## src/rtl/core/pcrct_pkg.sv

```systemverilog
// shared types and constants for the per-client read counter table
// no dependencies; imported by pcrct_dp, pcrct_ctrl and the top module
`default_nettype none

package pcrct_pkg;

    localparam int ACTION_W   = 3;
    localparam int CLIENT_W   = 16;
    localparam int STATUS_W   = 2;
    localparam int RCOUNT_W   = 16;
    localparam int S_TDATA_W  = 24;
    localparam int M_TDATA_W  = 24;

    typedef enum logic [ACTION_W-1:0] {
        ACT_INSERT  = 3'd0,
        ACT_INC_ALL = 3'd1,
        ACT_DEC     = 3'd2,
        ACT_REMOVE  = 3'd3,
        ACT_GET     = 3'd4
    } action_t;

    typedef enum logic [STATUS_W-1:0] {
        ST_OK        = 2'd0,
        ST_NOT_FOUND = 2'd1,
        ST_FULL      = 2'd2
    } status_t;

    // controller to datapath
    typedef struct packed {
        logic load;       // capture request, clear walk index and result
        logic rd;         // read entry at walk index
        logic rd_next;    // read entry one above walk index
        logic wr_ins;     // append new client with zero count
        logic wr_inc;     // write back entry with saturating increment
        logic wr_dec;     // write back entry with saturating decrement
        logic wr_shift;   // move read entry down to walk index
        logic idx_inc;
        logic occ_dec;
        logic set_nf;
        logic set_full;
        logic cap_count;
        logic out_load;   // hand result to output register
    } cmd_t;

    // datapath to controller
    typedef struct packed {
        action_t act;
        logic    walk_done;   // walk index reached occupancy
        logic    full;
        logic    match;       // read entry holds the requested client
        logic    last_shift;  // no entry above walk index
        logic    out_busy;
    } sts_t;

endpackage

`default_nettype wire

```

## src/rtl/core/pcrct_ram.sv

```systemverilog
// generic single-port-write, single-read ram with registered read data
// no dependencies
`default_nettype none

module pcrct_ram #(
    parameter int WIDTH = 32,
    parameter int DEPTH = 16,
    localparam int AW = (DEPTH > 1) ? $clog2(DEPTH) : 1
) (
    input  wire logic             aclk,
    input  wire logic             we,
    input  wire logic [AW-1:0]    waddr,
    input  wire logic [WIDTH-1:0] wdata,
    input  wire logic             re,
    input  wire logic [AW-1:0]    raddr,
    output logic      [WIDTH-1:0] rdata
);

    logic [WIDTH-1:0] mem [DEPTH];

    always_ff @(posedge aclk) begin
        if (we) begin
            mem[waddr] <= wdata;
        end
        if (re) begin
            rdata <= mem[raddr];
        end
    end

endmodule

`default_nettype wire

```

## src/rtl/core/pcrct_dp.sv

```systemverilog
// datapath: request registers, entry ram, occupancy, walk index, result register
// depends on pcrct_pkg and pcrct_ram
`default_nettype none

module pcrct_dp
    import pcrct_pkg::*;
#(
    parameter int MAX_CLIENTS = 16,
    parameter int COUNT_BITS  = 16
) (
    input  wire logic                 aclk,
    input  wire logic                 aresetn,
    input  wire logic [S_TDATA_W-1:0] s_tdata,
    input  wire cmd_t                 cmd,
    output sts_t                      sts,
    output logic                      m_tvalid,
    input  wire logic                 m_tready,
    output logic      [M_TDATA_W-1:0] m_tdata
);

    localparam int IDX_W   = (MAX_CLIENTS > 1) ? $clog2(MAX_CLIENTS) : 1;
    localparam int OCC_W   = $clog2(MAX_CLIENTS + 1);
    localparam int ENTRY_W = CLIENT_W + COUNT_BITS;

    action_t               act_reg;
    logic [CLIENT_W-1:0]   id_reg;
    logic [OCC_W-1:0]      occ_reg, occ_next;
    logic [OCC_W-1:0]      idx_reg, idx_next;
    logic [OCC_W-1:0]      idx_p1;
    status_t               res_status_reg;
    logic [RCOUNT_W-1:0]   res_count_reg;
    logic                  m_tvalid_reg;
    status_t               m_status_reg;
    logic [RCOUNT_W-1:0]   m_count_reg;

    logic                  ram_we, ram_re;
    logic [IDX_W-1:0]      ram_waddr, ram_raddr;
    logic [ENTRY_W-1:0]    ram_wdata, ram_rdata;
    logic [CLIENT_W-1:0]   rd_client;
    logic [COUNT_BITS-1:0] rd_count, cnt_inc, cnt_dec;
    logic [RCOUNT_W-1:0]   cnt_clamp;

    assign idx_p1    = idx_reg + OCC_W'(1);
    assign rd_client = ram_rdata[ENTRY_W-1:COUNT_BITS];
    assign rd_count  = ram_rdata[COUNT_BITS-1:0];
    assign cnt_inc   = (rd_count == '1) ? rd_count : rd_count + COUNT_BITS'(1);
    assign cnt_dec   = (rd_count == '0) ? rd_count : rd_count - COUNT_BITS'(1);

    generate
        if (COUNT_BITS > RCOUNT_W) begin : g_clamp
            assign cnt_clamp = (|rd_count[COUNT_BITS-1:RCOUNT_W]) ? '1
                                                                 : rd_count[RCOUNT_W-1:0];
        end else if (COUNT_BITS == RCOUNT_W) begin : g_same
            assign cnt_clamp = rd_count;
        end else begin : g_ext
            assign cnt_clamp = {{(RCOUNT_W-COUNT_BITS){1'b0}}, rd_count};
        end
    endgenerate

    // ram port steering
    always_comb begin
        ram_we    = cmd.wr_ins | cmd.wr_inc | cmd.wr_dec | cmd.wr_shift;
        ram_re    = cmd.rd | cmd.rd_next;
        ram_raddr = cmd.rd_next ? idx_p1[IDX_W-1:0] : idx_reg[IDX_W-1:0];
        ram_waddr = idx_reg[IDX_W-1:0];
        ram_wdata = ram_rdata;
        if (cmd.wr_ins) begin
            ram_waddr = occ_reg[IDX_W-1:0];
            ram_wdata = {id_reg, {COUNT_BITS{1'b0}}};
        end else if (cmd.wr_inc) begin
            ram_wdata = {rd_client, cnt_inc};
        end else if (cmd.wr_dec) begin
            ram_wdata = {rd_client, cnt_dec};
        end
    end

    pcrct_ram #(
        .WIDTH (ENTRY_W),
        .DEPTH (MAX_CLIENTS)
    ) u_entry_ram (
        .aclk  (aclk),
        .we    (ram_we),
        .waddr (ram_waddr),
        .wdata (ram_wdata),
        .re    (ram_re),
        .raddr (ram_raddr),
        .rdata (ram_rdata)
    );

    always_comb begin
        occ_next = occ_reg;
        if (cmd.wr_ins) begin
            occ_next = occ_reg + OCC_W'(1);
        end else if (cmd.occ_dec) begin
            occ_next = occ_reg - OCC_W'(1);
        end
        idx_next = idx_reg;
        if (cmd.load) begin
            idx_next = '0;
        end else if (cmd.idx_inc || cmd.wr_shift) begin
            idx_next = idx_p1;
        end
    end

    always_ff @(posedge aclk) begin
        if (!aresetn) begin
            occ_reg      <= '0;
            idx_reg      <= '0;
            m_tvalid_reg <= 1'b0;
        end else begin
            occ_reg <= occ_next;
            idx_reg <= idx_next;
            if (cmd.out_load) begin
                m_tvalid_reg <= 1'b1;
            end else if (m_tready) begin
                m_tvalid_reg <= 1'b0;
            end
        end
    end

    always_ff @(posedge aclk) begin
        if (cmd.load) begin
            act_reg        <= action_t'(s_tdata[ACTION_W-1:0]);
            id_reg         <= s_tdata[ACTION_W +: CLIENT_W];
            res_status_reg <= ST_OK;
            res_count_reg  <= '0;
        end else begin
            if (cmd.set_nf) begin
                res_status_reg <= ST_NOT_FOUND;
            end else if (cmd.set_full) begin
                res_status_reg <= ST_FULL;
            end
            if (cmd.cap_count) begin
                res_count_reg <= cnt_clamp;
            end
        end
        if (cmd.out_load) begin
            m_status_reg <= res_status_reg;
            m_count_reg  <= res_count_reg;
        end
    end

    always_comb begin
        sts.act        = act_reg;
        sts.walk_done  = (idx_reg == occ_reg);
        sts.full       = (occ_reg == OCC_W'(MAX_CLIENTS));
        sts.match      = (rd_client == id_reg);
        sts.last_shift = (idx_p1 >= occ_reg);
        sts.out_busy   = m_tvalid_reg & ~m_tready;
    end

    assign m_tvalid = m_tvalid_reg;
    assign m_tdata  = {{(M_TDATA_W-STATUS_W-RCOUNT_W){1'b0}}, m_count_reg, m_status_reg};

endmodule

`default_nettype wire

```

## src/rtl/core/pcrct_ctrl.sv

```systemverilog
// controller state machine: sequences search, update and gap closing
// depends on pcrct_pkg
`default_nettype none

module pcrct_ctrl
    import pcrct_pkg::*;
(
    input  wire logic aclk,
    input  wire logic aresetn,
    input  wire logic s_tvalid,
    output logic      s_tready,
    input  wire sts_t sts,
    output cmd_t      cmd
);

    typedef enum logic [5:0] {
        S_IDLE     = 6'b000001,
        S_DECIDE   = 6'b000010,
        S_CHECK    = 6'b000100,
        S_SHIFT    = 6'b001000,
        S_SHIFT_WR = 6'b010000,
        S_RESP     = 6'b100000
    } state_t;

    state_t state_reg, state_next;

    always_comb begin
        state_next = state_reg;
        cmd        = '0;
        s_tready   = 1'b0;
        case (state_reg)
            S_IDLE: begin
                s_tready = 1'b1;
                if (s_tvalid) begin
                    cmd.load   = 1'b1;
                    state_next = S_DECIDE;
                end
            end
            S_DECIDE: begin
                state_next = S_RESP;
                case (sts.act)
                    ACT_INSERT: begin
                        if (sts.full) begin
                            cmd.set_full = 1'b1;
                        end else begin
                            cmd.wr_ins = 1'b1;
                        end
                    end
                    ACT_INC_ALL, ACT_DEC, ACT_REMOVE, ACT_GET: begin
                        if (sts.walk_done) begin
                            cmd.set_nf = (sts.act != ACT_INC_ALL);
                        end else begin
                            cmd.rd     = 1'b1;
                            state_next = S_CHECK;
                        end
                    end
                    default: ;
                endcase
            end
            S_CHECK: begin
                state_next = S_DECIDE;
                if (sts.act == ACT_INC_ALL) begin
                    cmd.wr_inc  = 1'b1;
                    cmd.idx_inc = 1'b1;
                end else if (!sts.match) begin
                    cmd.idx_inc = 1'b1;
                end else if (sts.act == ACT_DEC) begin
                    cmd.wr_dec = 1'b1;
                    state_next = S_RESP;
                end else if (sts.act == ACT_GET) begin
                    cmd.cap_count = 1'b1;
                    state_next    = S_RESP;
                end else begin
                    state_next = S_SHIFT;
                end
            end
            S_SHIFT: begin
                if (sts.last_shift) begin
                    cmd.occ_dec = 1'b1;
                    state_next  = S_RESP;
                end else begin
                    cmd.rd_next = 1'b1;
                    state_next  = S_SHIFT_WR;
                end
            end
            S_SHIFT_WR: begin
                cmd.wr_shift = 1'b1;
                state_next   = S_SHIFT;
            end
            S_RESP: begin
                if (!sts.out_busy) begin
                    cmd.out_load = 1'b1;
                    state_next   = S_IDLE;
                end
            end
            default: begin
                state_next = S_IDLE;
            end
        endcase
    end

    always_ff @(posedge aclk) begin
        if (!aresetn) begin
            state_reg <= S_IDLE;
        end else begin
            state_reg <= state_next;
        end
    end

endmodule

`default_nettype wire

```

## src/rtl/core/per_client_read_counter_table.sv

```systemverilog
// Per-client pending-read counter table. Each input transaction carries an
// action (insert, increment all, decrement, remove, get reads) and a client id,
// and yields exactly one result transaction with a status and a read count.
// Clients live in insertion order in an entry ram with one write and one
// registered read port; the occupancy count marks the valid entries, so no
// clearing pass runs after reset. Each entry visit reads the entry and then
// acts on it. Insert appends at the occupancy; increment all and any lookup
// that misses visit every valid entry; decrement and get reads stop at the
// oldest match, and remove also moves every later entry down one place. A
// result waits to be loaded while the previous one is held in the output
// register by backpressure. A new request is taken while the previous result
// still waits in the output register.
// depends on pcrct_pkg, pcrct_ctrl, pcrct_dp
`default_nettype none

module per_client_read_counter_table
    import pcrct_pkg::*;
#(
    parameter int MAX_CLIENTS = 16,
    parameter int COUNT_BITS  = 16
) (
    input  wire logic                 aclk,
    input  wire logic                 aresetn,
    input  wire logic                 s_tvalid,
    output logic                      s_tready,
    input  wire logic [S_TDATA_W-1:0] s_tdata,   // action [2:0], client_id [18:3]
    output logic                      m_tvalid,
    input  wire logic                 m_tready,
    output logic      [M_TDATA_W-1:0] m_tdata    // status [1:0], read_count [17:2]
);

    cmd_t cmd;
    sts_t sts;

    pcrct_ctrl u_ctrl (
        .aclk     (aclk),
        .aresetn  (aresetn),
        .s_tvalid (s_tvalid),
        .s_tready (s_tready),
        .sts      (sts),
        .cmd      (cmd)
    );

    pcrct_dp #(
        .MAX_CLIENTS (MAX_CLIENTS),
        .COUNT_BITS  (COUNT_BITS)
    ) u_dp (
        .aclk     (aclk),
        .aresetn  (aresetn),
        .s_tdata  (s_tdata),
        .cmd      (cmd),
        .sts      (sts),
        .m_tvalid (m_tvalid),
        .m_tready (m_tready),
        .m_tdata  (m_tdata)
    );

endmodule

`default_nettype wire
```

## config.mk

```make
export PLATFORM = sky130hd
export DESIGN_NAME = per_client_read_counter_table
export DESIGN_NICKNAME = d
export VERILOG_FILES = /design/src/rtl/core/pcrct_pkg.sv /design/src/rtl/core/pcrct_ram.sv /design/src/rtl/core/pcrct_dp.sv /design/src/rtl/core/pcrct_ctrl.sv /design/src/rtl/core/per_client_read_counter_table.sv
export SDC_FILE = /design/constraint.sdc
export NUM_CORES = 1
export LEC_CHECK = 0
export BUFFER_PORTS_ARGS = -buffer_cell sky130_fd_sc_hd__buf_2
export CORE_ASPECT_RATIO = 0.7
export CORE_UTILIZATION = 33
export DETAILED_ROUTE_END_ITERATION = 16
export PLACE_DENSITY_LB_ADDON = 0.3
export REMOVE_ABC_BUFFERS = 1
export SYNTH_ARGS = -nofsm -noshare
export SYNTH_HDL_FRONTEND = slang
export SYNTH_SLANG_ARGS = --single-unit
export TNS_END_PERCENT = 20
```

## constraint.sdc

```tcl
create_clock -name aclk -period 4.7 [get_ports aclk]
set_input_delay 0.705 -clock aclk [delete_from_list [all_inputs] [get_ports aclk]]
set_output_delay 0.705 -clock aclk [all_outputs]
set_load 0.02 [all_outputs]
```

==> results.txt, run 1 <==
The count of maximum capacitance violations was 0. Path class of the lowest-slack min-delay path: input port to flop. The sequential fraction of the synthesis area is 0.6420, and the global-route wire length before repair is 126900 um.

The proportion of layout cells with a drive suffix above 1 came out at 0.1764. The run gives 0 as the number of design rule violations left after detail routing. The tools report the required time at the worst-slack endpoint as 5090 ps. Once detail routing completed, the nets flagged for antenna violations numbered 0. The fraction of the mapped netlist area in compound gates was 0.1699. The core utilization of the finished layout is 0.3798.

The synthesized netlist contains 83 unique library cells. During I/O placement, the number of pins put on the boundary was 54. The type of destination of the critical path is a flop. In the final timing run, aggregate negative setup slack is 0 ps. The tools report the post-synthesis cell count as 2134. The via count of the first global-routing pass came out at 19219. The number of buffer cells added on primary ports is 42, and the worst-skew pair later-pin latency is 650 ps.

The Yosys step of the flow raised 0 warnings. In this run the post-CTS setup repair buffer count came out at 0. The average cell area after synthesis was 13.25 um^2.

After legalization and detailed placement, the total HPWL measured 51140 um. Relative to the synthesized area, the layout overhead comes to 13.56%. The worst-case vdd ir drop is 0.0003356 V. Overall track demand over capacity in global routing: 0.1978. The largest registers in the layout are u_dp.u_entry_ram.mem x512, u_dp.u_entry_ram.rdata x32. The flip-flop count of the largest register after layout came out at 512.

The multiplexer area fraction after synthesis came out at 0.05940. At the end of routability-driven placement, the weighted congestion stood at 0.8411. Clock skew on the completed layout was measured at 26.29 ps.

The share of the synthesized area in the top cell type came out at 0.6172. For this run, the detailed router's first-pass iteration total came to 5. The initial cell density of the core came out at 0.3345.

The power density over cell area was 333.7 mW/mm^2. Fraction of the cycle the final worst path needs: 0.9096. The number of DRC markers in iteration 0 was 2553.

The floorplan step defined a die boundary enclosing 0.08686 mm^2. For the finished layout, the period the worst path requires is 4275 ps. The initial antenna violation count came out at 1. More flip-flops sit in one register than any other, and that register is u_dp.u_entry_ram.mem. The die is 351.8 um wide.

In this run the deepest clock path goes through 3 buffers. Total inserted antenna cells: 0. The largest total area in the synthesized netlist belongs to sky130_fd_sc_hd__edfxtp_1.

The total clock buffers created by CTS is 58. Start-to-end type of the worst setup path: flop to flop. The cell area that synthesis handed to floorplanning was 0.02827 mm^2.

After the last flow step, the layout net total stands at 2193. Clock tree synthesis found a total of 616 sinks. In the final routed layout, each cell accounts on average for 26.31 um. Gates resized during post-CTS repair numbered 0. The worst hold slack after final layout was 225.3 ps; the share of flip-flops with an asynchronous set or reset after synthesis was 0. After floorplanning, the core was divided into 89 placement rows. The category of the worst setup path launch point was a flop. The placeable core area is 0.08452 mm^2. Once placement finished, the instance area stood at 0.03025 mm^2. The post-synthesis simple-gate area fraction was 0.07737; the via count was 20162.

The tools report the post-layout instance count excluding filler cells as 3336. The tools report the normalized max-slew margin as 0.07008. Measured along the y axis, the die boundary spans 246.9 um. Based on the critical path, the design can be clocked at up to 0.2339 GHz.

Setup repair after global routing left no endpoint under its margin. Number of endpoints with negative hold slack in the final report: 0. Share of synthesized cell area in full adder, half adder and majority cells: 0.005577. With fillers left out, the area of the finished cells amounts to 0.03210 mm^2.

The number of hold buffers added after CTS was 0. For the worst setup path, the data arrival time is 4660 ps. The run gives 3230 as the number of instances in the placed design. The post-synthesis share of cell area spent on xor and xnor gates works out to 0.01239. Number of synthesized register bits: 616. The number of max-slew violations in the final report was 0; the total routed wirelength was 87780 um.

The logs give 0 for the count of final setup violators and 2 for the depth of the CTS H-tree. By area the synthesized netlist is led by sky130_fd_sc_hd__edfxtp_1, sky130_fd_sc_hd__o22ai_1, sky130_fd_sc_hd__o221ai_1, sky130_fd_sc_hd__mux2_2, sky130_fd_sc_hd__dfxtp_1. Of all nets on the critical path, the largest fanout is 27. Dominant register cell in the synthesized netlist: sky130_fd_sc_hd__edfxtp_1. Clock tree root driver cell: sky130_fd_sc_hd__clkbuf_16.

For this design the static power due to leakage is 9.788 nW. For the pin with the worst max-slew slack, the measured transition is 1395 ps. TritonCTS built the clock tree. The largest net degree at the start of global routing is 181. The main combinational cell family by area after synthesis is compound AO/OA/AOI/OAI gates. The count of flip-flops with a built-in enable after synthesis works out to 581. In the routed layout, each cell is associated on average with a via count of 6.044. The CTS clock-pin slew for the worst setup and hold paths is 60 ps.

The run finished with clean final reports. The global-route congestion overflow total came out at 0.
## metrics by stage
step | setup slack [ps] | total power [mW]
after floorplan | -7129 | 6.110
after global placement | 571.4 | 6.152
after detailed placement | 504.2 | 6.155
after CTS | 467.5 | 10.80
after global routing | 298.0 | 11.00
final | 424.9 | 10.71
## critical path, stage by stage, from the launching register on
cell,delay (ps)
sky130_fd_sc_hd__dfxtp_1,580
sky130_fd_sc_hd__nand3_1,230
sky130_fd_sc_hd__xnor2_1,190
sky130_fd_sc_hd__ha_1,290
sky130_fd_sc_hd__and2_1,350
sky130_fd_sc_hd__a21o_2,750
sky130_fd_sc_hd__nand2_4,420
sky130_fd_sc_hd__o221a_2,410
sky130_fd_sc_hd__o211a_1,330
sky130_fd_sc_hd__or4_1,440
## synth_stat cells (21+ instances only)
master,instances
sky130_fd_sc_hd__nor3_1,43
sky130_fd_sc_hd__a211oi_1,21
sky130_fd_sc_hd__dfxtp_1,35
sky130_fd_sc_hd__edfxtp_1,581
sky130_fd_sc_hd__buf_2,52
sky130_fd_sc_hd__o21ai_0,101
sky130_fd_sc_hd__o22ai_1,167
sky130_fd_sc_hd__a21oi_1,34
sky130_fd_sc_hd__a221oi_1,26
sky130_fd_sc_hd__nand2_1,108
sky130_fd_sc_hd__o32ai_1,38
sky130_fd_sc_hd__o221a_2,24
sky130_fd_sc_hd__xor2_1,25
sky130_fd_sc_hd__mux2i_1,65
sky130_fd_sc_hd__o221ai_1,116
sky130_fd_sc_hd__mux2_2,80
sky130_fd_sc_hd__clkbuf_1,97
sky130_fd_sc_hd__nor2_1,185
sky130_fd_sc_hd__a311o_1,24
sky130_fd_sc_hd__nand3_1,24
## cells by family (layout without fill, tap and decap cells)
kind of cell,after synthesis,after routing
other,1,6
buffers and inverters,200,260
AND/OR/NAND/NOR,468,468
XOR/XNOR,40,40
adder cells (fa/ha/maj),12,12
AO/OA/AOI/OAI,646,646
multiplexers,151,151
flip-flops,616,616
## per-layer routing
layer	track usage	part of all wire	vias up	wire (um)
li1	-	-	8688	-
met1	0.2942	0.45	10285	39740
met2	0.2811	0.42	1041	36430
met3	0.04769	0.11	148	9288
met4	0.05972	0.026	0	2313
met5	0	0	-	0
## power breakdown
part	switching [mW]	total [mW]	leakage (nW)	internal [mW]
Combinational	0.0552	0.0818	3.36	0.0265
Sequential	0.0203	5.95	5.52	5.93
Clock	2.12	4.68	0.908	2.55
Total	2.20	10.7	9.79	8.51
## final timing paths
| kind | start | endpoint | slack, ps | cells past startpoint |
|---|---|---|---|---|
| min reg2reg | u_dp.res_count_reg[15] | u_dp.m_count_reg[15] | 420 | 0 |
| max reg2reg | u_dp.idx_reg[2] | u_dp.u_entry_ram.rdata[28] | 420 | 9 |
| max | u_dp.idx_reg[2] | u_dp.u_entry_ram.rdata[28] | 420 | 9 |
| min | s_tdata[14] | u_dp.id_reg[11] | 230 | 1 |
## cell type report
type	count	area, um^2
Inverter	17	65.06
Sequential cell	616	18150
Tap cell	1137	1423
Multi-Input combinational cell	1323	9424
Timing Repair Buffer	137	1186
Fill cell	7794	52420
Clock inverter	30	214.0
Clock buffer	76	1634
## layout by cell type (no fill, tap or decap), drive strengths merged, types with 14 or more instances in the layout
cell	count
nor2	185
o22ai	167
nand2	111
a221oi	26
dfxtp	35
xor2	25
o32ai	39
nand3	26
nor3	43
xnor2	15
edfxtp	581
a211oi	22
o311ai	17
a311o	24
buf	137
o21ai	105
a21oi	36
nor2b	15
clkinv	25
mux2i	65
or3	14
o221a	24
o221ai	116
mux2	81
clkbuf	76
inv	18
Power figures use the tool's default switching activity.
==> run 2, diff against run 1 <==
--- a/config.mk
+++ b/config.mk
@@ -9,7 +9,7 @@
 export CORE_ASPECT_RATIO = 0.7
 export CORE_UTILIZATION = 33
 export DETAILED_ROUTE_END_ITERATION = 16
-export PLACE_DENSITY_LB_ADDON = 0.3
+export PLACE_DENSITY = 0.49
 export REMOVE_ABC_BUFFERS = 1
 export SYNTH_ARGS = -nofsm -noshare
 export SYNTH_HDL_FRONTEND = slang
==> run 2 against run 1 <==
- highest routed layer is now met5
- final cell count up 0.48%
- first-iteration DRC count down 21%
- non-clock buffer count up 7
- count of clock-buffer cells in the layout up 4
- via count down 0.71%
- sequential share of layout area down 0.14 points
- critical path type unchanged
- global-route usage up 1.2 points
==> results.txt, run 2 (synthesis results as in run 1) <==
The critical path's slowest cell was sky130_fd_sc_hd__buf_4 (was sky130_fd_sc_hd__a21o_2). The run gives 26.85 ps (was 26.29 ps) as the final setup skew. The actual transition at the worst max-transition pin works out to 1272 ps (was 1395 ps).

The critical path's largest stage delay works out to 860 ps (was 750 ps). The number of DRC markers in iteration 0 was 2006 (was 2553); the number of design rule violations left after detail routing was 0 (unchanged). Category of the worst setup path launch point: a flop (unchanged). The internal portion of total power came out at 8.663 mW (was 8.515 mW). Most used cells in the layout excluding fill and tap cells: sky130_fd_sc_hd__edfxtp_1, sky130_fd_sc_hd__nor2_1, sky130_fd_sc_hd__o22ai_1 (unchanged). The logs give 0.08686 mm^2 (unchanged) for the die footprint and 0.3345 (unchanged) for the initial cell density of the core. The cell area after placement was 0.03023 mm^2 (was 0.03025 mm^2); the number of detailed-route iterations in the first pass was 6 (was 5). The initial antenna violation count was 2 (was 1); the worst-skew pair later-pin latency was 670 ps (was 650 ps). The flow ran to the end, and the final reports show no timing, DRC or antenna violations. Among the stages of the critical path, the cell type that occurs most often is sky130_fd_sc_hd__buf_4. The count of final setup violators is 0 (unchanged), and the highest clock rate is 0.2348 GHz (was 0.2339 GHz). The run gives 616 (unchanged) as the clock net sink count. The clock tree root driver cell was sky130_fd_sc_hd__clkbuf_16 (unchanged). The die outline height is 246.9 um (unchanged). Cell breakdown of the critical path: buf_4, inv_4, nor2_1, nand2_2, buf_4, nor2_1, o32ai_1, buf_4, a311o_1 (was nand3_1, xnor2_1, ha_1, and2_1, a21o_2, nand2_4, o221a_2, o211a_1, or4_1).

Sum of buffers and inverters on the critical path: 4 (was 0). The area growth from synthesis to layout works out to 13.84% (was 13.56%). Post-route setup TNS: 0 ps (unchanged).

The flip-flop count of the largest register after layout came out at 512 (unchanged). The tools report the type of destination of the critical path as a flop (unchanged). The setup slack at placement is 557.8 ps (was 504.2 ps), and the post-cts gate resize count is 0 (unchanged).

The number of nets in the final layout came out at 2203 (was 2193). Net switching component of the power: 2.267 mW (was 2.197 mW). Die boundary width: 351.8 um (unchanged).

Start-to-end type of the worst setup path: flop to flop (unchanged). The run gives 0 (unchanged) as the global-route congestion overflow total. The tools report the number of nets still failing antenna checks after routing as 0 (unchanged).

The highest routing layer actually used is met5 (was met4). The run gives 2 (unchanged) as the depth of the CTS H-tree. The tools report the count of maximum capacitance violations as 0 (unchanged). The logs give 20018 (was 20162) for the via count and 18936 (was 19219) for the via count of the first global-routing pass. The tools report the total routed wirelength as 91590 um (was 87780 um).

The cell class contributing the biggest share of worst-path delay is buffers and inverters (was compound AO/OA/AOI/OAI gates). The proportion of total power due to net switching was 0.2074 (was 0.2051). Normalized max-slew margin: 0.1480 (was 0.07008). The tools report the overall track demand over capacity in global routing as 0.2099 (was 0.1978). The detailed-routed wire length on met3 is 6979 um (was 9288 um), and the power density over cell area is 339.7 mW/mm^2 (was 333.7 mW/mm^2). The fraction of the cycle the final worst path needs was 0.9060 (was 0.9096); the final HPWL from detailed placement was 51930 um (was 51140 um). TritonCTS built the clock tree. For the worst-case vdd ir drop, the log shows 0.0003413 V (was 0.0003356 V).

The number of I/O pins was 54 (unchanged); the part of the total power dissipated in sequential elements was 0.545 (was 0.556). Number of rows in the core area: 89 (unchanged). The post-detailed-route via-to-cell ratio came out at 5.972 (was 6.044).

The number of buffer cells added on primary ports works out to 42 (unchanged). The signal arrival time at the worst endpoint is 4650 ps (was 4660 ps), and the largest net degree at the start of global routing is 183 (was 181). The tools report the total clock buffers created by CTS as 61 (was 58). The proportion of layout cells with a drive suffix above 1 is 0.1801 (was 0.1764), and the required time at the worst-slack endpoint is 5090 ps (about the same). The routed length per instance is 27.32 um (was 26.31 um).

Most frequent standard cell in the layout excluding fill and tap cells: sky130_fd_sc_hd__edfxtp_1 (unchanged). The largest driver fanout on the critical path is 99 (was 27). The total inserted antenna cells was 0 (unchanged); the worst-case setup margin in the final layout was 441.8 ps (was 424.9 ps). The weighted congestion at the end of routability-driven global placement is 0.7924 (was 0.8411). Path class of the lowest-slack min-delay path: input port to flop (unchanged).

Top flop regs: u_dp.u_entry_ram.mem x512, u_dp.u_entry_ram.rdata x32 (unchanged). The global-route wire length before repair was 133000 um (was 126900 um). The power share of the combinational group is 0.008 (about the same).

The logs give 0 (unchanged) for the number of endpoints with negative hold slack in the final report and 0.08452 mm^2 (unchanged) for the placeable core area. Setup repair after global routing left no endpoint under its margin. The number of hold-repair buffers added at the cts stage was 0 (unchanged). The CTS clock-pin slew for the worst setup and hold paths was 70 ps (was 60 ps); the core utilization of the finished layout was 0.3808 (was 0.3798). For the largest buffer count on any clock path, the log shows 3 (unchanged).

The routed length on met1 was 43320 um (was 39740 um). The register containing the most flip-flops in the final layout is u_dp.u_entry_ram.mem (unchanged). Length of routed met2 wiring: 39780 um (was 36430 um).

The post-layout instance area was 0.03218 mm^2 (was 0.03210 mm^2). The shortest clock period the worst path allows after layout came out at 4258 ps (was 4275 ps). The total power was 10.93 mW (was 10.71 mW); the post-CTS setup buffer count was 0 (unchanged). The cell leakage power was 9.842 nW (was 9.788 nW); the relative contribution of the clock network to total power was 0.447 (was 0.437).

For the number of max-slew violations in the final report, the log shows 0 (unchanged).
run 2: stage by stage:
| step | cells | hold WS [ps] |
|---|---|---|
| 6_report | 3352 | 212.4 |
| 4_1_cts | 3352 | 179.0 |
| 3_5_place_dp | 3237 | 424.8 |
| 3_3_place_gp | 3237 | 417.9 |
| 2_1_floorplan | 1956 | 407.6 |
| 5_1_grt | 3352 | 192.3 |
run 2: final cells by class:
class | count | area, um^2
repair buffers | 144 | 1176
clock inverters | 35 | 329.1
clock buffers | 80 | 1619
fillers | 7930 | 52340
well taps | 1137 | 1423
flip-flops and latches | 616 | 18150
inverters | 17 | 66.31
multi-input cells | 1323 | 9414
run 2: per-layer routing:
metal  vias up  track usage
li1       8743            -
met1     10322       0.3155
met2       842       0.3161
met3       109      0.03332
met4         2      0.04540
met5         -            0
run 2: power by group through the flow:
stage | logic (mW) | clock network [mW] | registers [mW]
final | 0.0863 | 4.89 | 5.95
after global routing | 0.0943 | 5.18 | 5.95
after CTS | 0.0882 | 4.98 | 5.95
after detailed placement | 0.0879 | 0 | 6.07
after global placement | 0.0861 | 0 | 6.07
after floorplan | 0.0441 | 0 | 6.07
run 2: worst paths after layout:
kind	from	to	slack (ps)	depth (start not counted)
setup / recovery	u_dp.idx_reg[0]	u_dp.u_entry_ram.rdata[8]	440	9
hold reg to reg	u_dp.res_count_reg[5]	u_dp.m_count_reg[5]	440	0
hold / removal	s_tdata[14]	u_dp.id_reg[11]	210	1
setup reg to reg	u_dp.idx_reg[0]	u_dp.u_entry_ram.rdata[8]	440	9
run 2: worst register-to-register path, cell delays in order, from the launching register on:
cell	delay (ps)
sky130_fd_sc_hd__dfxtp_4	510
sky130_fd_sc_hd__buf_4	870
sky130_fd_sc_hd__inv_4	670
sky130_fd_sc_hd__nor2_1	510
sky130_fd_sc_hd__nand2_2	370
sky130_fd_sc_hd__buf_4	360
sky130_fd_sc_hd__nor2_1	120
sky130_fd_sc_hd__o32ai_1	120
sky130_fd_sc_hd__buf_4	160
sky130_fd_sc_hd__a311o_1	320
==> run 3, diff against run 2 <==
--- a/config.mk
+++ b/config.mk
@@ -9,8 +9,7 @@
 export CORE_ASPECT_RATIO = 0.7
 export CORE_UTILIZATION = 33
 export DETAILED_ROUTE_END_ITERATION = 16
-export PLACE_DENSITY = 0.49
-export REMOVE_ABC_BUFFERS = 1
+export PLACE_DENSITY = 0.44
 export SYNTH_ARGS = -nofsm -noshare
 export SYNTH_HDL_FRONTEND = slang
 export SYNTH_SLANG_ARGS = --single-unit
==> run 3 against run 2 <==
- global-route usage about the same
- register-to-register slack about the same
- largest power group unchanged
- utilization decreased by 0.078 points
- power increased by 0.58%
- fmax about the same
- final cell count decreased by 0.27%
- setup slack improved by 1.5 ps
- hold slack improved by 11 ps
- critical path type unchanged
==> results.txt, run 3 (synthesis results as in run 1) <==
Fraction of the cycle the final worst path needs: 0.9057 (was 0.9060). The tools report the net switching component of the power as 2.260 mW (was 2.267 mW). TritonCTS built the clock tree.

Shortest clock period the worst path allows after layout: 4257 ps (was 4258 ps). The tools report the number of DRC markers in iteration 0 as 1805 (was 2006). The post-route setup TNS came out at 0 ps (unchanged). For the via count, the log shows 19727 (was 20018). The startpoint of the tightest hold check path is s_tdata[10] (was s_tdata[14]). The required time at the worst-slack endpoint came out at 5060 ps (was 5090 ps). The logs give 440 ps (about the same) for the setup slack on the worst flop-to-flop path and 0 (unchanged) for the number of endpoints with negative hold slack in the final report. For the cell leakage power, the log shows 9.807 nW (was 9.842 nW).

Setup repair after global routing left no endpoint under its margin. The CTS clock-pin slew for the worst setup and hold paths came out at 70 ps (about the same). The tools report the startpoint of the worst register-to-register path as u_dp.idx_reg[1] (was u_dp.idx_reg[0]). The run gives 0.03212 mm^2 (was 0.03218 mm^2) as the post-layout instance area.

The number of buffer cells added on primary ports was 42 (unchanged); the total inserted antenna cells was 0 (unchanged). The flow ran to the end, and the final reports show no timing, DRC or antenna violations. The largest net degree at the start of global routing is 105 (was 183), and the via count of the first global-routing pass is 18762 (was 18936). The total clock buffers created by CTS was 61 (unchanged); the depth of the worst register-to-register path was 10 (was 9). The logs give 0.08686 mm^2 (unchanged) for the die footprint and 2194 (was 2203) for the number of nets in the final layout.

The path class of the lowest-slack min-delay path is input port to flop (unchanged). Worst hold path endpoint: u_dp.id_reg[7] (was u_dp.id_reg[11]). The proportion of total power due to net switching is 0.2055 (was 0.2074), and the proportion of layout cells with a drive suffix above 1 is 0.1782 (was 0.1801). The end of the worst register-to-register path was u_dp.u_entry_ram.rdata[28] (was u_dp.u_entry_ram.rdata[8]). For the detailed-routed wire length on met3, the log shows 5480 um (was 6979 um). Most used cells in the layout excluding fill and tap cells: sky130_fd_sc_hd__edfxtp_1, sky130_fd_sc_hd__nor2_1, sky130_fd_sc_hd__o22ai_1 (unchanged). The length of routed met2 wiring was 41160 um (was 39780 um); the actual transition at the worst max-transition pin was 1314 ps (was 1272 ps).

Highest routing layer actually used: met4 (was met5). The final HPWL from detailed placement was 53380 um (was 51930 um). The post-detailed-route via-to-cell ratio is 5.901 (was 5.972). The category of the worst setup path launch point is a flop (unchanged). The global-route wire length before repair was 132100 um (was 133000 um); the number of hold-repair buffers added at the cts stage was 0 (unchanged). The signal arrival time at the worst endpoint came out at 4620 ps (was 4650 ps). Power density over cell area: 342.3 mW/mm^2 (was 339.7 mW/mm^2). The logs give 1 (was 2) for the initial antenna violation count and 0.007 (was 0.008) for the power share of the combinational group. The clock net sink count was 616 (unchanged); the die outline height was 246.9 um (unchanged).

The count of maximum capacitance violations came out at 0 (unchanged). The register containing the most flip-flops in the final layout was u_dp.u_entry_ram.mem (unchanged). Post-cts gate resize count: 0 (unchanged). The worst-case vdd ir drop is 0.0003330 V (was 0.0003413 V), and the highest clock rate is 0.2349 GHz (was 0.2348 GHz). The number of design rule violations left after detail routing came out at 0 (unchanged).

The logs give 0 (unchanged) for the number of nets still failing antenna checks after routing and 8.734 mW (was 8.663 mW) for the internal portion of total power. The run gives 54 (unchanged) as the number of I/O pins. The number of max-slew violations in the final report is 0 (unchanged).

The logs give 43650 um (was 43320 um) for the routed length on met1 and 0.451 (was 0.447) for the relative contribution of the clock network to total power. The global-route congestion overflow total is 0 (unchanged), and the post-CTS setup buffer count is 0 (unchanged). The logs give 5 (was 6) for the number of detailed-route iterations in the first pass and 3 (unchanged) for the largest buffer count on any clock path.

The tools report the placeable core area as 0.08452 mm^2 (unchanged). Normalized max-slew margin: 0.1237 (was 0.1480). The largest driver fanout on the critical path came out at 46 (was 99).

Count of final setup violators: 0 (unchanged). The clock tree root driver cell was sky130_fd_sc_hd__clkbuf_16 (unchanged). Top flop regs: u_dp.u_entry_ram.mem x512, u_dp.u_entry_ram.rdata x32 (unchanged).

Final setup skew: 30.82 ps (was 26.85 ps). Start-to-end type of the worst setup path: flop to flop (unchanged). The logs give 0.2097 (was 0.2099) for the overall track demand over capacity in global routing and 7950 (was 7930) for the number of fill cells in the layout. Area growth from synthesis to layout: 13.61% (was 13.84%).

The total power was 10.99 mW (was 10.93 mW). The die boundary width works out to 351.8 um (unchanged). The flip-flop count of the largest register after layout was 512 (unchanged); the number of rows in the core area was 89 (unchanged).

The type of destination of the critical path was a flop (unchanged). The routed length per instance was 27.59 um (was 27.32 um). The run gives 0.03014 mm^2 (was 0.03023 mm^2) as the cell area after placement. For the worst-skew pair later-pin latency, the log shows 660 ps (was 670 ps).

The initial cell density of the core was 0.3345 (unchanged); the total routed wirelength was 92250 um (was 91590 um). The depth of the CTS H-tree was 2 (unchanged). For the weighted congestion at the end of routability-driven global placement, the log shows 0.7896 (was 0.7924). The cell depth of the worst min-delay path was 1 (unchanged); the part of the total power dissipated in sequential elements was 0.542 (was 0.545). Most frequent standard cell in the layout excluding fill and tap cells: sky130_fd_sc_hd__edfxtp_1 (unchanged).
## run 3: changes by cell type in the layout (fill, tap and decap cells not counted), sizes merged
cell    change
clkbuf      +2
buf         -9
clkinv      -3
bufinv      +1
## run 3: worst max path at each step
stage | start | to | slack, ps | cells past startpoint
6_report | u_dp.idx_reg[1] | u_dp.u_entry_ram.rdata[28] | 440 | 10
5_1_grt | u_dp.idx_reg[2] | u_dp.u_entry_ram.rdata[22] | 150 | 11
4_1_cts | u_dp.idx_reg[2] | u_dp.u_entry_ram.rdata[22] | 470 | 11
3_5_place_dp | u_dp.idx_reg[2] | u_dp.u_entry_ram.rdata[1] | 500 | 11
3_3_place_gp | u_dp.idx_reg[1] | u_dp.u_entry_ram.rdata[28] | 530 | 10
2_1_floorplan | u_dp.act_reg[1] | u_dp.u_entry_ram.mem[6][0] | 1030 | 8
## run 3: layer usage
layer  global-route usage  vias to the layer above
met1               0.3105                    10231
met4              0.05230                        0
met2               0.3228                      666
li1                     -                     8714
met5                    0                        -
met3              0.02723                      116
## run 3: power by group through the flow
| stage | Clock [mW] | Combinational (mW) | Sequential (mW) |
|---|---|---|---|
| finish | 4.96 | 0.0757 | 5.96 |
| global route | 5.24 | 0.0829 | 5.96 |
| CTS | 5.06 | 0.0766 | 5.96 |
| detailed placement | 0 | 0.0762 | 6.08 |
| global placement | 0 | 0.0737 | 6.08 |
| floorplan | 0 | 0.0563 | 6.06 |
## run 3: metrics by stage
stage,std cells,util,hold WS [ps],setup slack [ps]
after detailed placement,3228,0.3566,415.4,502.0
after floorplan,2139,-,407.6,1032
after CTS,3343,0.3800,180.1,470.1
final,3343,0.3800,223.3,443.3
after global placement,3228,0.3566,413.5,527.4
after global routing,3343,0.3800,198.0,148.4
## run 3: critical path: stages, from the launching register on
cell and delay, ps:
sky130_fd_sc_hd__dfxtp_4 360, sky130_fd_sc_hd__buf_4 270, sky130_fd_sc_hd__nand3_1 200, sky130_fd_sc_hd__xnor2_1 190
sky130_fd_sc_hd__ha_1 280, sky130_fd_sc_hd__and2_1 360, sky130_fd_sc_hd__a21o_2 520, sky130_fd_sc_hd__nand2_4 520
sky130_fd_sc_hd__o221a_2 490, sky130_fd_sc_hd__o211a_1 210, sky130_fd_sc_hd__or4_1 540
## run 3: layout make-up
type	instances	area, um^2	area share
inverter	17	66.31	0.002065
sequential	616	18150	0.5653
clock buffer	82	1637	0.05096
clock inverter	33	337.8	0.01052
tap	1137	1423	0.04430
timing repair buffer	135	1084	0.03374
multi-input combinational	1323	9414	0.2931
